File: config.mk
export PLATFORM = sky130hd
export DESIGN_NAME = tcw_ctrl
export DESIGN_NICKNAME = d
export VERILOG_FILES = /design/src/hdl/tcw_pkg.sv /design/src/hdl/tcw_ctrl.sv
export SDC_FILE = /design/constraint.sdc
export NUM_CORES = 1
export LEC_CHECK = 0
export ABC_CLOCK_PERIOD_IN_PS = 1300
export BUFFER_PORTS_ARGS = -buffer_cell sky130_fd_sc_hd__buf_2
export CAP_MARGIN = 10
export CORE_AREA = 2 2 39 41
export DETAILED_ROUTE_END_ITERATION = 12
export DIE_AREA = 0 0 41 43
export GPL_TIMING_DRIVEN = 0
export SLEW_MARGIN = 20
export SYNTH_ARGS = -nofsm -noshare
export SYNTH_HDL_FRONTEND = slang
export SYNTH_SLANG_ARGS = --single-unit
File: constraint.sdc
create_clock -name clk_i -period 1.3 [get_ports clk_i]
set_input_delay 0.065 -clock clk_i [delete_from_list [all_inputs] [get_ports clk_i]]
set_output_delay 0.065 -clock clk_i [all_outputs]
set_load 0.005 [all_outputs]
File: src/hdl/tcw_pkg.sv
// Shared constants, codes and control types for the text console writer.
package tcw_pkg;

  localparam int COLS   = 80;
  localparam int ROWS   = 25;
  localparam int CELLS  = ROWS * COLS;
  localparam int ADDR_W = $clog2(CELLS);
  localparam int ROW_W  = 5;
  localparam int COL_W  = 7;
  localparam int CHAR_W = 8;
  localparam int ATTR_W = 8;
  localparam int CELL_W = CHAR_W + ATTR_W;

  localparam logic [CHAR_W-1:0] NEWLINE_CODE = 8'd10;
  localparam logic [CHAR_W-1:0] SPACE_CODE   = 8'd32;
  localparam logic [ATTR_W-1:0] DEF_ATTR_RST = 8'd15;

  localparam logic [1:0] REQ_PUT_CUR = 2'd0;
  localparam logic [1:0] REQ_PUT_AT  = 2'd1;
  localparam logic [1:0] REQ_CLEAR   = 2'd2;
  localparam logic [1:0] REQ_READ    = 2'd3;

  typedef enum logic [1:0] {
    SW_ZERO,
    SW_CLEAR,
    SW_SCROLL
  } sweep_kind_e;

  typedef struct packed {
    logic        load_req;
    logic        exec_put;
    logic        exec_clear;
    logic        exec_read;
    logic        sweep_start;
    sweep_kind_e sweep_kind;
    logic        sweep_step;
    logic        load_out;
  } cmd_t;

  typedef struct packed {
    logic [1:0] req_type;
    logic       scroll_need;
    logic       sweep_last;
  } sts_t;

endpackage

File: src/hdl/tcw_ctrl.sv
// Controller: sequences requests, memory sweeps and the result beat.
module tcw_ctrl (
  input  logic          clk_i,
  input  logic          rst_ni,
  input  logic          in_valid_i,
  output logic          in_stall_o,
  output logic          out_valid_o,
  input  logic          out_stall_i,
  input  tcw_pkg::sts_t sts_i,
  output tcw_pkg::cmd_t cmd_o
);

  localparam logic [2:0] ST_IDLE  = 3'd0;
  localparam logic [2:0] ST_EXEC  = 3'd1;
  localparam logic [2:0] ST_SWEEP = 3'd2;
  localparam logic [2:0] ST_DRAIN = 3'd3;
  localparam logic [2:0] ST_DONE  = 3'd4;

  logic [2:0] state_q, state_d;
  logic       init_q, init_d;
  logic       out_valid_q, out_valid_d;

  always_comb begin
    state_d = state_q;
    init_d  = init_q;
    cmd_o   = '0;
    cmd_o.sweep_kind = tcw_pkg::SW_ZERO;
    case (state_q)
      ST_IDLE: begin
        if (in_valid_i) begin
          cmd_o.load_req = 1'b1;
          state_d = ST_EXEC;
        end
      end
      ST_EXEC: begin
        if (sts_i.req_type inside {tcw_pkg::REQ_PUT_CUR, tcw_pkg::REQ_PUT_AT}) begin
          cmd_o.exec_put = 1'b1;
          if (sts_i.scroll_need) begin
            cmd_o.sweep_start = 1'b1;
            cmd_o.sweep_kind  = tcw_pkg::SW_SCROLL;
            state_d = ST_SWEEP;
          end else begin
            state_d = ST_DONE;
          end
        end else if (sts_i.req_type == tcw_pkg::REQ_CLEAR) begin
          cmd_o.exec_clear  = 1'b1;
          cmd_o.sweep_start = 1'b1;
          cmd_o.sweep_kind  = tcw_pkg::SW_CLEAR;
          state_d = ST_SWEEP;
        end else begin
          cmd_o.exec_read = 1'b1;
          state_d = ST_DONE;
        end
      end
      ST_SWEEP: begin
        cmd_o.sweep_step = 1'b1;
        if (sts_i.sweep_last) begin
          state_d = ST_DRAIN;
        end
      end
      ST_DRAIN: begin
        // last sweep write lands this cycle
        if (init_q) begin
          init_d  = 1'b0;
          state_d = ST_IDLE;
        end else begin
          state_d = ST_DONE;
        end
      end
      ST_DONE: begin
        if (!out_valid_q || !out_stall_i) begin
          cmd_o.load_out = 1'b1;
          state_d = ST_IDLE;
        end
      end
      default: begin
        state_d = ST_IDLE;
      end
    endcase
  end

  assign out_valid_d = (out_valid_q && out_stall_i) || cmd_o.load_out;

  // Reset starts with a zero-fill sweep of the screen
  always_ff @(posedge clk_i or negedge rst_ni) begin
    if (!rst_ni) begin
      state_q     <= ST_SWEEP;
      init_q      <= 1'b1;
      out_valid_q <= 1'b0;
    end else begin
      state_q     <= state_d;
      init_q      <= init_d;
      out_valid_q <= out_valid_d;
    end
  end

  assign in_stall_o  = (state_q != ST_IDLE);
  assign out_valid_o = out_valid_q;

endmodule

==> reports/qor.yml, run 1 <==
worst_pin_slew_ps: 300
synth_seq_area_share_pct: 38.2
cp_max_fo: 4
async_flop_share_pct: 100
fin_crit_sh_pct: 99.1
finalSetupViolCount: 0
die_w_um: 41
max_freq_mhz: 776
r2r_cells: 3
yosysTopAreaCellShare_pct: 22.5
finClkSkew_ps: 1.71
crit_buf_inv: 2
report.final.hold_viol_count: 0
crit_path_top_delay_cell: "dfstp_2"
ir_worst_vdd_mv: 0.701
cpPeakStageDelay_ps: 550
clkSlewWorstSetupHoldPaths_ps: 40
power_mw: 1.08
fin_area_um2: 543
place_hpwl_um: 535
start_util_pct: 24.1
synth_flop_cell: "dfrtp_1"
whs_path_depth: 3
crit_family: "flip-flops"
dr.pass1.iters: 1
hp-start: "out_stall_i"
crit_arrival_ps: 1220
first_iter_violations: 0
hp-class: "input port to register"
min_to: "out_valid_o$_DFF_PN0_"
r2r_slack_ps: 270
synth_area_per_cell_um2: 9.83
synth.most_common_cell: "nor2_1"
cts_made_buffers: 3
synthDistinctLibCells: 22
vias_per_cell: 4.30
die_area_mm2: 0.00176
drc_errors: 0
diodes: 0
synth.largest_area_cell: "dfrtp_1"
r2r_start: "state_q[1]$_DFFE_PN1P_"
wl_um: 673
drv_cap: 0
clock_sinks: 5
cts_tree: "done"
synth_edf_count: 0
antenna_found_initial: 0
fin_cells: 79
grt_usage_pct: 9.11
leakagePower_nw: 0.284
final.min_clock_period_ps: 1290
synth_area_um2: 334
crit_path_start_kind: "register"
coreArea_mm2: 0.00138
cp-end-kind: "output port"
grt_first_pass_wirelength_mm: 1.03
synth_seq_cells: 5
io_pins: 19
synthTopCellsByCount: "nor2_1 (4), dfrtp_1 (3), inv_1 (3), nand2_1 (3)"
crit_chain: "nand2b_4 > buf_6 > nor2_1 > buf_2"
power.density_mw_per_mm2: 1990
drive_gt1_share_pct: 68.3
cts_buffer_depth: 2
gr-total-overflow: 0
place_inst: 68
n_fill_cell: 160
synth_warnings: 0
rsz0062_at_grt: "true"
port-buffer-count: 18
rows: 14
syn_inst: 34
wl_per_cell_um: 8.52
clk_latency_ps: 240
ant_nets: 0
r2r-end: "state_q[2]$_DFFE_PN0P_"
slew_violations: 0
die_y_um: 43
fin_nets: 72
finalCoreUtilization_pct: 39.2
fin_setup_tns_ps: 0
yosys-top-cells-area: "dfrtp_1 (22%), dfstp_2 (16%), nor3_2 (6.0%)"
status: "complete, no violations"
first_global_vias: 307
grt_max_degree: 6
htreeDepth: 1
syn_to_final_growth_pct: 62.5
gp_congestion: 0.656
max-slew-margin-rel_pct: 79.8
postPlaceCellArea_um2: 444
num_vias: 340
clockRootBuffer: "clkbuf_4"
critical_path_required_ps: 1240
worstSetupPathType: "register to output port"
synth_fp_nets: 42
## worst min-delay path, stage by stage
cell and delay, ps:
buf_2 100, nand2_1 50, nand2_1 50
## through the flow
stage / hold slack [ps] / setup WS, ps
after floorplan: -231 / 259
after global placement: -121 / 166
after detailed placement: -118 / 152
after CTS: 51.6 / 5.99
after global routing: 79.7 / -50.2
final: 57.8 / 11.7
## timing repair
action	CTS	global route
gates cloned	0	0
hold buffers	1	0
endpoints found under the hold margin	5	0
endpoints found under the setup margin	3	7
resized for setup	2	4
setup buffers	6	1
pin swaps	2	1
## sequential cells by signal, indices dropped and copies added, names as in the netlist
signal and flops:
state_q 3, init_q 1, out_valid_o 1
## layout by cell type, fill, tap and decap left out, types with 2 or more instances in the layout
cell type  synthesis  final
buf_4              1      6
nor2_2             1      3
nand2_1            3      3
buf_2              0     18
inv_1              3      3
dfrtp_1            3      2
a21boi_0           2      2
dfstp_2            2      2
clkbuf_4           0      3
nor3_2             2      2
## where the power goes
group | internal [mW] | leakage (nW) | switching (mW)
Combinational | 0.372 | 0.211 | 0.252
Clock | 0.116 | 0.0150 | 0.0570
Sequential | 0.226 | 0.0585 | 0.0609
## routing by layer
metal  vias to the layer above  share of wire [%]  GRT usage [%]
met5                         -                  0              0
met3                         0                6.5           1.57
met4                         0                  0           10.0
met2                        11                 60           15.0
met1                       154                 33           7.92
li1                        175                  -              -
## worst max-delay path by stage
| stage | cells past startpoint | to | slack (ps) | from |
|---|---|---|---|---|
| after floorplan | 4 | cmd_o[6] | 260 | state_q[2]$_DFFE_PN0P_ |
| after detailed placement | 5 | cmd_o[6] | 150 | state_q[2]$_DFFE_PN0P_ |
| final | 4 | cmd_o[4] | 10 | state_q[1]$_DFFE_PN1P_ |
| after global placement | 5 | cmd_o[6] | 170 | state_q[2]$_DFFE_PN0P_ |
| after global routing | 5 | cmd_o[7] | -50 | state_q[0]$_DFFE_PN0P_ |
| after CTS | 5 | cmd_o[0] | 6 | state_q[0]$_DFFE_PN0P_ |
## final cells by class
class,instances,area (µm²),area share (%)
timing repair buffer,26,156,28.8
sequential,5,129,23.7
clock buffer,4,26.3,4.84
inverter,3,11.3,2.07
tap,16,20.0,3.69
multi-input combinational,25,200,36.9
## logic make-up after synthesis
| family | after synthesis | synth area share (%) |
|---|---|---|
| AND/OR/NAND/NOR | 18 | 38.6 |
| buffers and inverters | 4 | 5.62 |
| multiplexers | 1 | 3.00 |
| flip-flops | 5 | 38.2 |
| AO/OA/AOI/OAI | 6 | 14.6 |
Note: power is estimated with default switching activity, not from simulation.
==> run 2, diff against run 1 <==
--- a/config.mk
+++ b/config.mk
@@ -5,10 +5,11 @@
 export SDC_FILE = /design/constraint.sdc
 export NUM_CORES = 1
 export LEC_CHECK = 0
-export ABC_CLOCK_PERIOD_IN_PS = 1300
+export ABC_CLOCK_PERIOD_IN_PS = 1470
 export BUFFER_PORTS_ARGS = -buffer_cell sky130_fd_sc_hd__buf_2
 export CAP_MARGIN = 10
 export CORE_AREA = 2 2 39 41
+export CTS_CLUSTER_DIAMETER = 60
 export DETAILED_ROUTE_END_ITERATION = 12
 export DIE_AREA = 0 0 41 43
 export GPL_TIMING_DRIVEN = 0
==> constraint.sdc (replaced) <==
create_clock -name clk_i -period 1.47 [get_ports clk_i]
set_input_delay 0.0735 -clock clk_i [delete_from_list [all_inputs] [get_ports clk_i]]
set_output_delay 0.0735 -clock clk_i [all_outputs]
set_load 0.005 [all_outputs]
==> run 2 against run 1 <==
Net effect: sequential share of layout area is 3.2 points higher; critical endpoint is now cmd_o[6]; global-route usage is 0.51 points lower; power is 26% lower; wire length is 9.7% lower; die area stayed put; register-to-register slack better by 210 ps; clock skew hardly changed; critical path type unchanged.
==> reports/qor.yml, run 2 (same netlist as run 1, synthesis figures left out) <==
rsz0062_at_grt: "false"
dr.pass1.iters: 2
p_seq_share_pct: 34.5
largest-register: "state_q"
final.min_clock_period_ps: 1370
io_pins: 19
crit_chain: "nand2b_4 > nor3_2 > buf_4 > buf_2"
finClkSkew_ps: 1.40
gr-total-overflow: 0
cp-end-kind: "output port"
fin_setup_tns_ps: 0
grt_first_pass_wirelength_um: 966
first_global_vias: 285
port-buffer-count: 18
cp_max_fo: 7
max_freq_mhz: 732
grt_max_degree: 8
crit_buf_inv: 2
wl_per_cell_um: 8.33
comb_power_share_pct: 46.5
die_y_um: 43
p_int_mw: 0.516
diodes: 0
final_cell_mix: "buf_2 (18), nor2_1 (4), inv_1 (3), nand2_1 (3), clkbuf_4 (3)"
place_hpwl_um: 535
power_mw: 0.803
htreeDepth: 1
max-slew-margin-rel_pct: 80.3
slew_violations: 0
syn_to_final_growth_pct: 44.6
postCtsSetupBuffers: 0
swShare_pct: 35.7
place_ws_ps: 313
grt_usage_pct: 8.60
antenna_found_initial: 0
p_sw_mw: 0.287
largest_reg_flops: 3
clock_sinks: 5
power.density_mw_per_mm2: 1660
worstSetupPathType: "register to output port"
die_w_um: 41
gp_congestion: 0.656
coreArea_mm2: 0.00138
ant_nets: 0
num_vias: 304
clockRootBuffer: "clkbuf_4"
rows: 14
crit_path_start_kind: "register"
cpPeakStageDelay_ps: 580
fin_crit_sh_pct: 93.0
p_clk_share_pct: 19.0
die_area_mm2: 0.00176
wl_um: 608
status: "complete, no violations"
cts_made_buffers: 3
crit_path_top_delay_cell: "dfstp_2"
crit_arrival_ps: 1290
drive_gt1_share_pct: 61.4
report.final.hold_viol_count: 0
finalSetupViolCount: 0
leakagePower_nw: 0.253
crit_family: "flip-flops"
multi_input_area_um2: 188
start_util_pct: 24.1
setup_slack_ps: 103
cts_buffer_depth: 2
layout.area.seq_um2: 130
drv_cap: 0
cts_tree: "done"
critical_path_required_ps: 1400
worst_pin_slew_ps: 294
first_iter_violations: 2
clk_latency_ps: 230
vias_per_cell: 4.16
clkSlewWorstSetupHoldPaths_ps: 40
ir_worst_vdd_mv: 0.504
n_fill_cell: 164
final_common_cell: "buf_2"
hp-class: "input port to register"
fin_nets: 66
drc_errors: 0
[run 2: changes by cell type in the layout (fill, tap and decap cells not counted)]
cell,before,now
buf_4,6,1
buf_6,1,0
nor2_1,1,4
nor2_2,3,1
dfrtp_2,1,2
nor2_4,1,0
dfrtp_1,2,1
[run 2: power by group through the flow]
stage	registers (mW)	clock network (mW)	logic [mW]
after global placement	0.274	0	0.377
final	0.277	0.152	0.373
after detailed placement	0.276	0	0.381
after CTS	0.273	0.163	0.384
after global routing	0.293	0.169	0.419
after floorplan	0.263	0	0.256
[run 2: routing by layer]
metal	wire (µm)	GRT usage, %	vias to the layer above	share of wire (%)
li1	-	-	160	-
met1	219	7.92	133	36
met2	345	13.4	11	57
met3	43	1.57	0	7.1
met4	0	10.0	0	0
met5	0	0	-	0
[run 2: final timing paths]
path,endpoint,depth (start not counted),slack [ps],from
min in group asynchronous,out_valid_o$_DFF_PN0_,2,170,rst_ni
worst min register to register,init_q$_DFFE_PN1N_,1,480,init_q$_DFFE_PN1N_
worst min-delay path,out_valid_o$_DFF_PN0_,3,70,out_stall_i
max in group asynchronous,init_q$_DFFE_PN1N_,2,1090,rst_ni
worst max-delay path,cmd_o[6],4,100,state_q[1]$_DFFE_PN1P_
worst max register to register,state_q[2]$_DFFE_PN0P_,2,480,state_q[1]$_DFFE_PN1P_
[run 2: what timing repair did]
item                                    4_1_cts  5_1_grt
gates resized for setup                       0        2
endpoints found under the setup margin        0        1
hold buffers                                  1        0
hold endpoints to repair                      5        0
[run 2: tightest hold or removal path, cell delays in order]
cell and delay, ps:
buf_2 100, nand2_1 50, nand2_1 50
[run 2: final cells by class]
cell class,count,area share (%)
multi-input cells,25,38.9
flip-flops and latches,5,26.9
repair buffers,19,20.7
inverters,3,2.33
clock buffers,4,5.44
plain buffers,1,1.55
well taps,16,4.15
[run 2: per-stage QoR]
step	hold slack [ps]	cells	util (%)	area, µm²
floorplan	-222	34	-	334
global placement	-112	68	32.1	444
detailed placement	-109	68	32.1	444
CTS	60.1	73	34.7	480
global route	88.2	73	34.9	483
finish	66.7	73	34.9	483
